**src/pid_with_integral_separation_macros.svh**
```systemverilog
// Assertion macros shared by the PID controller RTL.
// Included by modules that carry concurrent checks; no other dependencies.
`ifndef PID_WITH_INTEGRAL_SEPARATION_MACROS_SVH
`define PID_WITH_INTEGRAL_SEPARATION_MACROS_SVH

// Same-cycle implication, disabled while reset is low.
`define PIDIS_ASSERT_IMPL(lbl, clk, rst_n, ante, cons, msg) \
    lbl: assert property (@(posedge clk) disable iff (!rst_n) (ante) |-> (cons)) \
        else $error(msg);

// Next-cycle implication, disabled while reset is low.
`define PIDIS_ASSERT_NEXT(lbl, clk, rst_n, ante, cons, msg) \
    lbl: assert property (@(posedge clk) disable iff (!rst_n) (ante) |=> (cons)) \
        else $error(msg);

`endif

```
**src/pidis_pkg.sv**
```systemverilog
// Shared types and constants for the PID controller with integral separation.
// No dependencies; used by the config register file and the top level.
package pidis_pkg;

    localparam int GAIN_W     = 16;
    localparam int LIMIT_W    = 30;
    localparam int THR_W      = 16;
    localparam int SUM_W      = LIMIT_W + 1;
    localparam int CFG_IDX_W  = 3;
    localparam int CFG_DATA_W = 30;

    typedef logic [CFG_IDX_W-1:0] t_cfg_idx;

    localparam t_cfg_idx REG_GAIN_P    = 3'd0;
    localparam t_cfg_idx REG_GAIN_I    = 3'd1;
    localparam t_cfg_idx REG_GAIN_D    = 3'd2;
    localparam t_cfg_idx REG_DRIVE_MIN = 3'd3;
    localparam t_cfg_idx REG_DRIVE_MAX = 3'd4;
    localparam t_cfg_idx REG_INT_LIMIT = 3'd5;
    localparam t_cfg_idx REG_SEP_THR   = 3'd6;

    localparam logic [GAIN_W-1:0]  DRIVE_MIN_RST = 16'h8000;
    localparam logic [GAIN_W-1:0]  DRIVE_MAX_RST = 16'h7FFF;
    localparam logic [LIMIT_W-1:0] INT_LIMIT_RST = 30'd1000;

    typedef struct packed {
        logic signed [GAIN_W-1:0] gain_p;
        logic signed [GAIN_W-1:0] gain_i;
        logic signed [GAIN_W-1:0] gain_d;
        logic signed [GAIN_W-1:0] drive_min;
        logic signed [GAIN_W-1:0] drive_max;
        logic [LIMIT_W-1:0]       integral_limit;
        logic [THR_W-1:0]         separation_threshold;
    } t_cfg;

endpackage

```
**src/pidis_in_if.sv**
```systemverilog
// Request channel of the PID controller: valid/ready plus mode, target, measured.
// Standalone interface; no package dependency.
interface pidis_in_if #(
    parameter int DATA_WIDTH = 16
) ();
    logic                         valid;
    logic                         ready;
    logic                         mode;
    logic signed [DATA_WIDTH-1:0] target;
    logic signed [DATA_WIDTH-1:0] measured;

    modport source (output valid, mode, target, measured, input ready);
    modport sink   (input valid, mode, target, measured, output ready);
endinterface

```
**src/pidis_out_if.sv**
```systemverilog
// Result channel of the PID controller: valid/ready plus drive and error.
// Standalone interface; no package dependency.
interface pidis_out_if #(
    parameter int DATA_WIDTH = 16
) ();
    logic                       valid;
    logic                       ready;
    logic signed [DATA_WIDTH-1:0] drive;
    logic signed [DATA_WIDTH:0]   error;

    modport source (output valid, drive, error, input ready);
    modport sink   (input valid, drive, error, output ready);
endinterface

```
**src/pidis_cfg_regs.sv**
```systemverilog
// Configuration register file for the PID controller.
// Depends on pidis_pkg for register indexes, reset values and t_cfg.
module pidis_cfg_regs (
    input  logic                                i_clk,
    input  logic                                i_rst_n,
    input  logic                                i_we,
    input  pidis_pkg::t_cfg_idx                 i_index,
    input  logic [pidis_pkg::CFG_DATA_W-1:0]    i_data,
    output pidis_pkg::t_cfg                     o_cfg
);

    pidis_pkg::t_cfg r_cfg;

    always_ff @(posedge i_clk) begin
        if (!i_rst_n) begin
            r_cfg.gain_p               <= '0;
            r_cfg.gain_i               <= '0;
            r_cfg.gain_d               <= '0;
            r_cfg.drive_min            <= pidis_pkg::DRIVE_MIN_RST;
            r_cfg.drive_max            <= pidis_pkg::DRIVE_MAX_RST;
            r_cfg.integral_limit       <= pidis_pkg::INT_LIMIT_RST;
            r_cfg.separation_threshold <= '0;
        end else if (i_we) begin
            unique case (i_index)
                pidis_pkg::REG_GAIN_P:    r_cfg.gain_p <= i_data[pidis_pkg::GAIN_W-1:0];
                pidis_pkg::REG_GAIN_I:    r_cfg.gain_i <= i_data[pidis_pkg::GAIN_W-1:0];
                pidis_pkg::REG_GAIN_D:    r_cfg.gain_d <= i_data[pidis_pkg::GAIN_W-1:0];
                pidis_pkg::REG_DRIVE_MIN: r_cfg.drive_min <= i_data[pidis_pkg::GAIN_W-1:0];
                pidis_pkg::REG_DRIVE_MAX: r_cfg.drive_max <= i_data[pidis_pkg::GAIN_W-1:0];
                pidis_pkg::REG_INT_LIMIT: begin
                    r_cfg.integral_limit <= i_data[pidis_pkg::LIMIT_W-1:0];
                end
                pidis_pkg::REG_SEP_THR: begin
                    r_cfg.separation_threshold <= i_data[pidis_pkg::THR_W-1:0];
                end
                default: ;  // unused index: write dropped
            endcase
        end
    end

    assign o_cfg = r_cfg;

endmodule

```
**src/pid_with_integral_separation.sv**
```systemverilog
// Positional PID controller with integral separation, one drive per request.
// A request moves through the stage 1, stage 2, stage 3 and output registers to o_out_ch.
// Throughput: one request per cycle; input stalls only while the output skid holds a
// result, i.e. after the sink refuses a result with the next one right behind it.
// Reset (synchronous, active low): config to defaults, integrator, previous error and all
// valids cleared; no clearing pass. Uses pidis_pkg, both interfaces and pidis_cfg_regs.
`include "pid_with_integral_separation_macros.svh"

module pid_with_integral_separation #(
    parameter int DATA_WIDTH     = 16,
    parameter int GAIN_FRAC_BITS = 8
) (
    input  logic                             i_clk,
    input  logic                             i_rst_n,
    pidis_in_if.sink                         i_in_ch,
    pidis_out_if.source                      o_out_ch,
    input  logic                             i_cfg_we,
    input  pidis_pkg::t_cfg_idx              i_cfg_index,
    input  logic [pidis_pkg::CFG_DATA_W-1:0] i_cfg_data
);

    // Datapath widths. Error is one bit wider than the data, the difference
    // two bits wider. The integrator holds +-limit, so LIMIT_W+1 bits suffice.
    localparam int EW   = DATA_WIDTH + 1;
    localparam int DFW  = DATA_WIDTH + 2;
    localparam int SW   = pidis_pkg::SUM_W;
    localparam int CW   = ((EW > SW) ? EW : SW) + 1;            // sum + error
    localparam int MW   = (EW > pidis_pkg::THR_W) ? EW : pidis_pkg::THR_W;
    localparam int PPW  = pidis_pkg::GAIN_W + EW;
    localparam int PIW  = pidis_pkg::GAIN_W + SW;
    localparam int PDW  = pidis_pkg::GAIN_W + DFW;
    localparam int AW   = ((PIW > PDW) ? PIW : PDW) + 2;        // three-term sum

    pidis_pkg::t_cfg cfg;

    pidis_cfg_regs u_cfg (
        .i_clk   (i_clk),
        .i_rst_n (i_rst_n),
        .i_we    (i_cfg_we),
        .i_index (i_cfg_index),
        .i_data  (i_cfg_data),
        .o_cfg   (cfg)
    );

    // ------------------------------------------------------------------
    // Global pipeline advance. The whole pipe moves unless the skid slot
    // behind the output register is occupied; that flag is registered, so
    // ready never depends combinationally on the sink.
    // ------------------------------------------------------------------
    logic r_skid_valid;
    logic r_out_valid;
    logic en;
    logic in_fire;

    assign en             = !r_skid_valid;
    assign i_in_ch.ready  = en;
    assign in_fire        = i_in_ch.valid && en;

    // Stage 1: request register
    logic                         r_s1_valid;
    logic                         r_s1_mode;
    logic signed [DATA_WIDTH-1:0] r_s1_target;
    logic signed [DATA_WIDTH-1:0] r_s1_measured;

    // Controller state
    logic signed [EW-1:0] r_prev_error;
    logic signed [SW-1:0] r_error_sum;

    // Stage 2: error, difference and updated integrator
    logic                  r_s2_valid;
    logic                  r_s2_clear;
    logic signed [EW-1:0]  r_s2_err;
    logic signed [DFW-1:0] r_s2_diff;
    logic signed [SW-1:0]  r_s2_sum;

    // Stage 3: the three products
    logic                  r_s3_valid;
    logic                  r_s3_clear;
    logic signed [EW-1:0]  r_s3_err;
    logic signed [PPW-1:0] r_s3_prod_p;
    logic signed [PIW-1:0] r_s3_prod_i;
    logic signed [PDW-1:0] r_s3_prod_d;

    logic s1_fire;
    assign s1_fire = en && r_s1_valid;

    always_ff @(posedge i_clk) begin
        if (!i_rst_n) begin
            r_s1_valid <= 1'b0;
            r_s2_valid <= 1'b0;
            r_s3_valid <= 1'b0;
        end else if (en) begin
            r_s1_valid <= in_fire;
            r_s2_valid <= r_s1_valid;
            r_s3_valid <= r_s2_valid;
        end
    end

    always_ff @(posedge i_clk) begin
        if (in_fire) begin
            r_s1_mode     <= i_in_ch.mode;
            r_s1_target   <= i_in_ch.target;
            r_s1_measured <= i_in_ch.measured;
        end
    end

    // ------------------------------------------------------------------
    // Stage 1 logic: error, derivative difference, integral separation
    // and integrator clamp. The state registers close their loop here.
    // ------------------------------------------------------------------
    logic signed [EW-1:0]  n_err;
    logic signed [DFW-1:0] n_diff;
    logic signed [SW-1:0]  n_error_sum;

    always_comb begin
        logic [MW-1:0]        mag;
        logic                 in_band;
        logic signed [CW-1:0] cand;
        logic signed [CW-1:0] lim_pos;
        logic signed [CW-1:0] lim_neg;
        logic signed [CW-1:0] clamped;

        n_err  = EW'(r_s1_target) - EW'(r_s1_measured);
        n_diff = DFW'(n_err) - DFW'(r_prev_error);

        // |error| never reaches 2^DATA_WIDTH, so negation stays in range
        mag     = n_err[EW-1] ? MW'(-n_err) : MW'(n_err);
        in_band = (cfg.separation_threshold == '0)
               || (mag < MW'(cfg.separation_threshold));

        // outside the band the integrator restarts from zero
        cand    = in_band ? (CW'(r_error_sum) + CW'(n_err)) : '0;
        lim_pos = $signed({{(CW-pidis_pkg::LIMIT_W){1'b0}}, cfg.integral_limit});
        lim_neg = -lim_pos;

        if (cand > lim_pos) begin
            clamped = lim_pos;
        end else if (cand < lim_neg) begin
            clamped = lim_neg;
        end else begin
            clamped = cand;
        end

        if (r_s1_mode || (cfg.gain_i == '0)) begin
            n_error_sum = '0;
        end else begin
            n_error_sum = clamped[SW-1:0];
        end
    end

    always_ff @(posedge i_clk) begin
        if (!i_rst_n) begin
            r_prev_error <= '0;
            r_error_sum  <= '0;
        end else if (s1_fire) begin
            r_prev_error <= r_s1_mode ? '0 : n_err;
            r_error_sum  <= n_error_sum;
        end
    end

    always_ff @(posedge i_clk) begin
        if (en) begin
            r_s2_clear <= r_s1_mode;
            r_s2_err   <= r_s1_mode ? '0 : n_err;
            r_s2_diff  <= r_s1_mode ? '0 : n_diff;
            r_s2_sum   <= n_error_sum;
        end
    end

    // ------------------------------------------------------------------
    // Stage 2 logic: three independent signed multiplies (gain x term).
    // ------------------------------------------------------------------
    logic signed [PPW-1:0] n_prod_p;
    logic signed [PIW-1:0] n_prod_i;
    logic signed [PDW-1:0] n_prod_d;

    assign n_prod_p = PPW'(r_s2_err)  * PPW'(cfg.gain_p);
    assign n_prod_i = PIW'(r_s2_sum)  * PIW'(cfg.gain_i);
    assign n_prod_d = PDW'(r_s2_diff) * PDW'(cfg.gain_d);

    always_ff @(posedge i_clk) begin
        if (en) begin
            r_s3_clear  <= r_s2_clear;
            r_s3_err    <= r_s2_err;
            r_s3_prod_p <= n_prod_p;
            r_s3_prod_i <= n_prod_i;
            r_s3_prod_d <= n_prod_d;
        end
    end

    // ------------------------------------------------------------------
    // Stage 3 logic: sum, floor shift by the gain fraction, clamp to
    // drive_max then drive_min (min wins if the limits cross), then
    // saturate to the data range; a clear request gives zero drive and error.
    // ------------------------------------------------------------------
    logic signed [DATA_WIDTH-1:0] n_drive;
    logic signed [EW-1:0]         n_out_err;

    always_comb begin
        logic signed [AW-1:0] acc;
        logic signed [AW-1:0] shifted;
        logic signed [AW-1:0] dmax;
        logic signed [AW-1:0] dmin;
        logic signed [AW-1:0] wmax;
        logic signed [AW-1:0] wmin;
        logic signed [AW-1:0] val;

        acc     = AW'(r_s3_prod_p) + AW'(r_s3_prod_i) + AW'(r_s3_prod_d);
        shifted = acc >>> GAIN_FRAC_BITS;
        dmax    = AW'(cfg.drive_max);
        dmin    = AW'(cfg.drive_min);
        wmax    = $signed({{(AW-DATA_WIDTH+1){1'b0}}, {(DATA_WIDTH-1){1'b1}}});
        wmin    = -wmax - AW'(1);

        val = shifted;
        if (val > dmax) begin
            val = dmax;
        end
        if (val < dmin) begin
            val = dmin;
        end
        if (val > wmax) begin
            val = wmax;
        end
        if (val < wmin) begin
            val = wmin;
        end

        if (r_s3_clear) begin
            n_drive   = '0;
            n_out_err = '0;
        end else begin
            n_drive   = val[DATA_WIDTH-1:0];
            n_out_err = r_s3_err;
        end
    end

    // ------------------------------------------------------------------
    // Output register with one skid slot.
    // ------------------------------------------------------------------
    logic                         s3_fire;
    logic                         out_take;
    logic                         n_out_load;
    logic                         n_out_from_skid;
    logic                         n_skid_load;
    logic signed [DATA_WIDTH-1:0] r_out_drive;
    logic signed [EW-1:0]         r_out_err;
    logic signed [DATA_WIDTH-1:0] r_skid_drive;
    logic signed [EW-1:0]         r_skid_err;

    assign s3_fire  = r_s3_valid && en;
    assign out_take = r_out_valid && o_out_ch.ready;

    always_comb begin
        n_out_from_skid = r_skid_valid && out_take;
        n_out_load      = s3_fire && (!r_out_valid || out_take);
        n_skid_load     = s3_fire && r_out_valid && !out_take;
    end

    always_ff @(posedge i_clk) begin
        if (!i_rst_n) begin
            r_out_valid  <= 1'b0;
            r_skid_valid <= 1'b0;
        end else begin
            if (n_out_from_skid) begin
                r_skid_valid <= 1'b0;
            end else if (n_skid_load) begin
                r_skid_valid <= 1'b1;
            end

            if (n_out_from_skid || n_out_load) begin
                r_out_valid <= 1'b1;
            end else if (out_take) begin
                r_out_valid <= 1'b0;
            end
        end
    end

    always_ff @(posedge i_clk) begin
        if (n_out_from_skid) begin
            r_out_drive <= r_skid_drive;
            r_out_err   <= r_skid_err;
        end else if (n_out_load) begin
            r_out_drive <= n_drive;
            r_out_err   <= n_out_err;
        end
        if (n_skid_load) begin
            r_skid_drive <= n_drive;
            r_skid_err   <= n_out_err;
        end
    end

    assign o_out_ch.valid = r_out_valid;
    assign o_out_ch.drive = r_out_drive;
    assign o_out_ch.error = r_out_err;

    // ------------------------------------------------------------------
    // Checks
    // ------------------------------------------------------------------
    logic sum_in_limit;
    assign sum_in_limit =
        (CW'(r_error_sum) <= $signed({{(CW-pidis_pkg::LIMIT_W){1'b0}}, cfg.integral_limit}))
        && (CW'(r_error_sum)
            >= -$signed({{(CW-pidis_pkg::LIMIT_W){1'b0}}, cfg.integral_limit}));

    `PIDIS_ASSERT_NEXT(a_sum_clamped, i_clk, i_rst_n, s1_fire, sum_in_limit, "integrator beyond limit")
    `PIDIS_ASSERT_NEXT(a_ki_zero_clears, i_clk, i_rst_n, s1_fire && (cfg.gain_i == '0), r_error_sum == '0, "integrator kept with zero ki")
    `PIDIS_ASSERT_NEXT(a_prev_err_tracks, i_clk, i_rst_n, s1_fire, r_prev_error == r_s2_err, "previous error out of step with pipeline")
    `PIDIS_ASSERT_IMPL(a_skid_behind_out, i_clk, i_rst_n, r_skid_valid, r_out_valid, "skid holds a result while output is empty")

endmodule
```
**src/flat_wrapper.sv**
```systemverilog
// flat-port wrapper written by rule: the top's interface ports become plain ports
module pid_with_integral_separation_flat 
#(
    parameter int DATA_WIDTH     = 16,
    parameter int GAIN_FRAC_BITS = 8
)
  (i_clk, i_rst_n, i_cfg_we, i_cfg_index, i_cfg_data, i_in_ch_valid, i_in_ch_mode, i_in_ch_target, i_in_ch_measured, i_in_ch_ready, o_out_ch_valid, o_out_ch_drive, o_out_ch_error, o_out_ch_ready);
  pidis_in_if #(.DATA_WIDTH(DATA_WIDTH)) i_in_ch_i ();
  pidis_out_if #(.DATA_WIDTH(DATA_WIDTH)) o_out_ch_i ();
  input  logic i_clk;
  input  logic i_rst_n;
  input  logic i_cfg_we;
  input  pidis_pkg::t_cfg_idx i_cfg_index;
  input  logic [pidis_pkg::CFG_DATA_W-1:0] i_cfg_data;
  input wire logic [$bits(i_in_ch_i.valid)-1:0] i_in_ch_valid;
  input wire logic [$bits(i_in_ch_i.mode)-1:0] i_in_ch_mode;
  input wire logic [$bits(i_in_ch_i.target)-1:0] i_in_ch_target;
  input wire logic [$bits(i_in_ch_i.measured)-1:0] i_in_ch_measured;
  output wire logic [$bits(i_in_ch_i.ready)-1:0] i_in_ch_ready;
  output wire logic [$bits(o_out_ch_i.valid)-1:0] o_out_ch_valid;
  output wire logic [$bits(o_out_ch_i.drive)-1:0] o_out_ch_drive;
  output wire logic [$bits(o_out_ch_i.error)-1:0] o_out_ch_error;
  input wire logic [$bits(o_out_ch_i.ready)-1:0] o_out_ch_ready;
  assign i_in_ch_i.valid = i_in_ch_valid;
  assign i_in_ch_i.mode = i_in_ch_mode;
  assign i_in_ch_i.target = i_in_ch_target;
  assign i_in_ch_i.measured = i_in_ch_measured;
  assign i_in_ch_ready = i_in_ch_i.ready;
  assign o_out_ch_valid = o_out_ch_i.valid;
  assign o_out_ch_drive = o_out_ch_i.drive;
  assign o_out_ch_error = o_out_ch_i.error;
  assign o_out_ch_i.ready = o_out_ch_ready;
  pid_with_integral_separation #(.DATA_WIDTH(DATA_WIDTH), .GAIN_FRAC_BITS(GAIN_FRAC_BITS)) u_core (.i_clk(i_clk), .i_rst_n(i_rst_n), .i_in_ch(i_in_ch_i), .o_out_ch(o_out_ch_i), .i_cfg_we(i_cfg_we), .i_cfg_index(i_cfg_index), .i_cfg_data(i_cfg_data));
endmodule
```
**config.mk**
```make
export PLATFORM = sky130hd
export DESIGN_NAME = pid_with_integral_separation_flat
export DESIGN_NICKNAME = d
export VERILOG_FILES = /design/src/pidis_pkg.sv /design/src/pidis_in_if.sv /design/src/pidis_out_if.sv /design/src/pidis_cfg_regs.sv /design/src/pid_with_integral_separation.sv /design/src/flat_wrapper.sv
export VERILOG_INCLUDE_DIRS = /design/src /design/src/src
export SDC_FILE = /design/constraint.sdc
export NUM_CORES = 2
export LEC_CHECK = 0
export BUFFER_PORTS_ARGS = -buffer_cell sky130_fd_sc_hd__buf_2
export CORE_MARGIN = 3
export CORE_UTILIZATION = 55
export DETAILED_ROUTE_END_ITERATION = 10
export PLACE_DENSITY = 0.68
export SYNTH_ARGS = -nofsm -noshare
export SYNTH_HDL_FRONTEND = slang
export SYNTH_SLANG_ARGS = --single-unit
```
**constraint.sdc**
```tcl
create_clock -name i_clk -period 25.8 [get_ports i_clk]
set_clock_uncertainty 0.15 [all_clocks]
set_input_delay 2.58 -clock i_clk [delete_from_list [all_inputs] [get_ports i_clk]]
set_output_delay 2.58 -clock i_clk [all_outputs]
set_load 0.03 [all_outputs]
```
* After elaboration in Yosys (flattened, before gate mapping) *
Cells that the tools add are included.

word-level totals
  word-level logic and storage cells = 100
  output and inout bits = 35
  input bits = 71
  register bits after elaboration = 477

cells by class
  mux-type cells = 18
  equal/unequal tests = 6
  bitwise gates (word level) = 1
  multipliers = 3
  reduce and logical (&&, ||, !) cells = 28
  add/sub/neg operators = 7
  $lt $le $gt $ge = 7

operators with widths
  cell                                                           number
  two-way mux 49 bit                                             3
  two-way mux 31 bit                                             3
  two-way mux 17 bit                                             5
  two-way mux 16 bit                                             4
  adder 48 x 34 -> 49 bit                                        1
  > comparator 49 x 16 -> 1 bit (second input constant)          1
  less-than comparator 49 x 16 -> 1 bit                          1
  less-than comparator 49 x 16 -> 1 bit (second input constant)  1
  adder 33 x 47 -> 48 bit                                        1
  multiplier 31 x 16 -> 47 bit                                   1
  > comparator 41 x 16 -> 1 bit                                  1
  multiplier 18 x 16 -> 34 bit                                   1
  multiplier 17 x 16 -> 33 bit                                   1
  adder 31 x 17 -> 32 bit                                        1
  > comparator 32 x 31 -> 1 bit                                  1
  zero test 16 bit                                               2
  less-than comparator 32 bit                                    1
  two-way mux 32 bit                                             1
  negator 30 -> 32 bit                                           1
  subtractor 17 x 17 -> 18 bit                                   1
  less-than comparator 17 x 16 -> 1 bit                          1
  negator 17 bit                                                 1
  subtractor 16 x 16 -> 17 bit                                   1
  AND reduction 2 bit                                            7
  11 further kinds                                               28

* Longest topological paths before layout *
  depth in word-level cells = 13
  gate-level depth with buffers = 44
  gate-level depth less buffers = 40

* Modules after synthesis *
Synthesis repeated with hierarchy kept, for this count alone.

unflattened totals
  cells, all modules = 7206
  area, all modules = 67389.6 um^2

modules (own cells, without submodules)
  module                        times used  cells an instance  area each (um^2)  seq. area each (um^2)
  pid_with_integral_separation  1           6741               62632.6           10009.6
  pidis_cfg_regs                1           465                4757.1            2522.4

* Worst setup path after synthesis *
OpenSTA, ideal clock, no wires.

  path kind = reg2reg
  from = reg u_core.r_s3_prod_d[33]
  to = reg u_core.r_out_drive[10] (netlist: u_core.o_out_ch.drive[10]), data pin
  data arrival time = 8886 ps
  cell stages (with the launch flop) = 39
  slack = 16507 ps
  clock period less this slack = 9293 ps
  path buffers = 5
  required time = 25394 ps
  setup time = 256 ps
  cell sequence = edfxtp_1 -> fa_1 -> ha_1 -> clkbuf_1 -> a21o_1 -> a21oi_1 -> o21bai_1 -> nand2b_1 -> o31a_1 -> nor2b_1 -> a21oi_1 -> a311o_1 -> ha_1 -> a21o_1 -> a21o_1 -> a211oi_1 -> o21bai_1 -> a2111o_1 -> (+3 left out) -> clkbuf_1 -> nand2_1 -> nand2_1 -> ha_1 -> a21o_1 -> a21o_1 -> a21o_1 -> a21oi_1 -> nor2b_1 -> o21ai_0 -> a31oi_1 -> a211oi_1 -> a2111o_1 -> nor4_1 -> a21boi_1 -> buf_2 -> o22ai_1 -> a22o_1

between the ends
  longest elaborated chain between the ends = 12

RTL lines
  what                                   RTL line                             source
  start, declared                        pid_with_integral_separation.sv:82   logic signed [PDW-1:0] r_s3_prod_d;
  start signal, assigned                 pid_with_integral_separation.sv:187  r_s3_prod_d <= n_prod_d;
  adder 48 x 34 -> 49 bit *              pid_with_integral_separation.sv:208  acc = AW'(r_s3_prod_p) + AW'(r_s3_prod_i) + AW'(r_s3_prod_d);
  > comparator 41 x 16 -> 1 bit          pid_with_integral_separation.sv:216  if (val > dmax) begin
  two-way mux 49 bit *                   pid_with_integral_separation.sv:216
  less-than comparator 49 x 16 -> 1 bit  pid_with_integral_separation.sv:219  if (val < dmin) begin
  two-way mux 49 bit *                   pid_with_integral_separation.sv:219
  > comparator 49 x 16 -> 1 bit          pid_with_integral_separation.sv:222  if (val > wmax) begin
  two-way mux 49 bit *                   pid_with_integral_separation.sv:222
  less-than comparator 49 x 16 -> 1 bit  pid_with_integral_separation.sv:225  if (val < wmin) begin
  two-way mux 16 bit *                   pid_with_integral_separation.sv:225
  two-way mux 16 bit *                   pid_with_integral_separation.sv:229  if (r_s3_clear) begin
  two-way mux 16 bit *                   pid_with_integral_separation.sv:283  end else if (n_out_load) begin
  two-way mux 16 bit *                   pid_with_integral_separation.sv:280  if (n_out_from_skid) begin
  end signal, assigned                   pid_with_integral_separation.sv:281  r_out_drive <= r_skid_drive;
  end signal, assigned                   pid_with_integral_separation.sv:284  r_out_drive <= n_drive;
  end, declared                          pid_with_integral_separation.sv:246  logic signed [DATA_WIDTH-1:0] r_out_drive;

Every way passes the cells marked *; elsewhere a longest branch is shown, timed or not. The select of a mux whose other input is x is not followed.
A chain may end at the register's enable or synchronous reset.

* Worst setup path after layout *
  from = reg u_core.r_s3_prod_d[33]
  to = reg u_core.r_out_drive[13] (netlist: u_core.o_out_ch.drive[13]), data pin

The elaborated chain is that of the path after synthesis.

==> qor_table.md <==
| Metric | Reported | Unit |
| --- | --- | --- |
| Status | completed | - |
| IR drop worst, VDD | 0.0692 | mV |
| Count of distinct cell types in the synthesized netlist | 84 | - |
| Average cell area after synthesis | 9.25 | µm² |
| Worst Reg-to-Reg Cells | 34 | - |
| Stages on worst setup path | 34 | - |
| Instance count along the most critical hold path | 0 | - |
| Sequential share of the synthesized area | 18.8 | % |
| Clock tree sinks | 477 | - |
| Clock transition at path regs | 0.07 | ns |
| Post-Synthesis Net Count | 8,914 | - |
| Cell Area, Placed | 68,700 | µm² |
| Synth Register Bits | 477 | - |
| Most used cell, CP | a21oi_1 | - |
| Area occupied by multi-input gates | 48,200 | µm² |
| Arrival time reported for the critical path endpoint | 10.45 | ns |
| Via density | 5.72 | - |
| Synthesized instance count | 7,204 | - |
| Sequential cell area | 12,500 | µm² |
| Startpoint kind of the worst setup timing path | flip-flop | - |
| Max Slew Vio Count | 0 | - |
| Area share of the leading cell type in the synthesized netlist | 32.7 | % |
| Initial standard-cell utilization of the core | 55.5 | % |
| Crit-path slowest cell | edfxtp_1 | - |
| Maximum count of clock buffers along a single path | 3 | - |
| Area grow syn2layout | 6.18 | % |
| Final instance area | 70,700 | µm² |
| Count of pins on the block boundary | 106 | - |
| DRT antenna net count | 0 | - |
| Leakage power of the design | 31.1 | nW |
| RSZ-0062 raised after global routing | no | - |
| Pre-CTS WS | 15.71 | ns |
| Placed cell count | 8,705 | - |
| Critical path class | reg -> reg | - |
| Routability congestion estimate from global placement | 0.921 | - |
| Antenna violations before repair | 13 | - |
| Minimum setup slack in the final design | 15.64 | ns |
| Later-pin clock latency in the skew report | 0.68 | ns |
| Row Count | 127 | - |
| Startpoint of the worst setup timing path | u_core.r_s3_prod_d[33] | - |
| First-pass DRT Iterations | 6 | - |
| Leading cell types by total area after synthesis | fa_1, edfxtp_1, ha_1 | - |
| Number of global-route vias before repair | 52,676 | - |
| Overall die area | 125,000 | µm² |
| Final total negative setup slack | 0 | ns |
| GRT Residual Overflow | 0 | - |
| Post-CTS Setup Repair Bufs | 0 | - |
| Max-Slew Margin vs Limit | 13.6 | % |
| Clk network pwr share | 26.1 | % |
| Switching power summed over all nets | 1.39 | mW |
| Yosys warning total | 0 | - |
| Non-filler instance count after layout | 8,820 | - |
| Core area | 120,000 | µm² |
| Hold/Removal Path Class | reg -> reg | - |
| Stage delay of the slowest cell on the critical path | 0.98 | ns |
| Most common library cell in the layout ignoring fill and taps | inv_1 | - |
| Share of post-route cells with drive strength above 1 | 5.07 | % |
| Net total in the final layout | 8,862 | - |
| Sequential group share of total power | 30.8 | % |
| Number of enable flip-flop cells after synthesis | 298 | - |
| Int Power | 1.95 | mW |
| Share of total power in combinational logic | 43.2 | % |
| Top library cells by usage in the layout, fill and taps aside | inv_1, fa_1, nand2_1 | - |
| Clock root buffer master | clkbuf_16 | - |
| Global-route wire length before repair | 295 | mm |
| Routed wire length per instance | 20.9 | µm |
| Number of failing setup endpoints in the final timing report | 0 | - |
| Startpoint of the lowest-slack register-to-register path | u_core.r_s3_prod_d[33] | - |
| DP Wirelength | 142 | mm |
| Beginning of the worst hold path | u_core.r_s2_clear | - |
| Count of filler cells inserted in the layout | 10,636 | - |
| Detailed Route WL | 185 | mm |
| Starting DRC count in detailed routing | 4,168 | - |
| Hold-fix buffers at CTS | 0 | - |
| Die boundary width | 354 | µm |
| GRT Util Overall | 30.1 | % |
| Required time at the endpoint of the critical path | 26.08 | ns |
| Sum of buffers and inverters on the critical path | 3 | - |
| Worst-path fanout max | 15 | - |
| Sw frac | 41.7 | % |
| Power per standard cell area | 47.2 | nW/µm² |
| FMAX | 98.4 | MHz |
| Yosys top cell by area | fa_1 | - |
| Total number of vias | 50,434 | - |
| Fraction of synthesis flops using an asynchronous set or reset pin | 0 | % |
| Final hold vios | 0 | - |
| CP delay by family, top | compound AO/OA/AOI/OAI gates | - |
| Resize count post-CTS | 0 | - |
| Endpoint type of the worst setup path | flip-flop | - |
| Cell area after synthesis | 66,600 | µm² |
| Max-cap violation count | 0 | - |
| CTS HTree Levels | 2 | - |
| Most instantiated flip-flop cell in the synthesis netlist | edfxtp_1 | - |
| TritonCTS clock tree | built | - |
| Final worst path period need | 10.16 | ns |
| Worst Tran Pin Value | 1.29 | ns |
| Quantity of I/O buffers inserted on ports | 105 | - |
| Number of CTS-inserted buffers | 57 | - |
| Remaining DRCs | 0 | - |
| Share of the clock period used by the worst path | 39.4 | % |
| Pin count of the biggest net entering global routing | 70 | - |
| Vertical extent of the die | 354 | µm |
## layout make-up
class / count / share of cell area (%)
Sequential cell: 477 / 17.7
Tap cell: 1612 / 2.85
Timing Repair Buffer: 174 / 1.47
Clock inverter: 37 / 0.610
Antenna cell: 7 / 0.0248
Clock buffer: 71 / 2.24
Multi-Input combinational cell: 5143 / 68.2
Inverter: 1299 / 6.91
## cell usage after synthesis, types with 15 or more instances
library cell	count
o21a_1	35
o21bai_1	29
a22o_1	18
nor2_1	243
dfxtp_1	179
nor4_1	26
nor3_1	84
clkbuf_1	267
nand3_1	74
o22ai_1	24
xor2_1	58
nor2b_1	81
inv_1	1295
a21oi_1	338
o31ai_1	19
edfxtp_1	298
a31oi_1	27
nand4_1	42
o211ai_1	38
a211oi_1	21
o21ai_0	181
and2_1	386
or2_2	15
and3_1	26
mux2i_1	20
fa_1	1087
nand2b_1	100
ha_1	552
mux2_2	26
nand2_1	1071
or3_1	36
a21boi_0	16
a21o_1	127
xnor2_1	173
## registers in the layout (all words and copies together), names as in the netlist, 16 cells and up
name	count
u_core.r_skid_err	17
u_core.r_s3_err	17
u_core.r_s1_measured	16
u_core.u_cfg.o_cfg	126
u_core.r_prev_error	17
u_core.r_skid_drive	16
u_core.r_s2_err	17
u_core.r_s1_target	16
u_core.r_s2_sum	31
u_core.o_out_ch.drive	16
u_core.r_s3_prod_i	47
u_core.r_error_sum	31
u_core.r_s2_diff	18
u_core.r_s3_prod_p	33
u_core.r_s3_prod_d	34
u_core.o_out_ch.error	17
## worst register-to-register path: cells and delay by family (launching register included)
family | cells | cell delay, ns
AO/OA/AOI/OAI | 20 | 5.03
adder cells (fa/ha/maj) | 4 | 1.71
buffers and inverters | 3 | 0.65
flip-flops | 1 | 0.98
AND/OR/NAND/NOR | 7 | 1.38
## kinds of logic after synthesis
| kind of cell | after synthesis | share of synthesized area, % |
|---|---|---|
| flip-flops | 477 | 18.8 |
| adder cells (fa/ha/maj) | 1639 | 43.0 |
| AND/OR/NAND/NOR | 2213 | 15.7 |
| AO/OA/AOI/OAI | 1014 | 9.80 |
| XOR/XNOR | 231 | 3.04 |
| buffers and inverters | 1584 | 8.94 |
| multiplexers | 46 | 0.740 |
## power groups by stage
stage          Clock (mW)  Sequential [mW]  Combinational [mW]
4_1_cts             0.882             1.02                1.43
3_3_place_gp            0             1.04                1.39
6_report            0.869             1.03                1.44
5_1_grt             0.911             1.03                1.62
2_1_floorplan           0            0.953                1.05
3_5_place_dp            0             1.04                1.42
## per-stage QoR
step           hold WS [ns]  power (mW)  utilization [%]
2_1_floorplan         0.250        2.00                -
3_3_place_gp          0.259        2.43             57.2
3_5_place_dp          0.265        2.46             57.2
4_1_cts               0.279        3.33             58.9
5_1_grt               0.288        3.56             58.9
6_report              0.282        3.34             58.9
## layer usage
metal	wire (µm)	vias to the layer above	part of all wire, %	track usage (%)
li1	-	22802	-	-
met1	77600	25339	42	41.5
met2	84400	1912	46	48.1
met3	16400	373	8.9	5.71
met4	6330	8	3.4	9.69
met5	61	-	0.033	0
## path summary, 6_finish.rpt
check                                            endpoint  slack [ns]
worst max register to register  u_core.o_out_ch.drive[13]       15.64
worst max-delay path            u_core.o_out_ch.drive[13]       15.64
worst min-delay path                    u_core.r_s3_clear        0.28
worst min register to register          u_core.r_s3_clear        0.28
No activity file was read; power rests on OpenSTA's default activity.
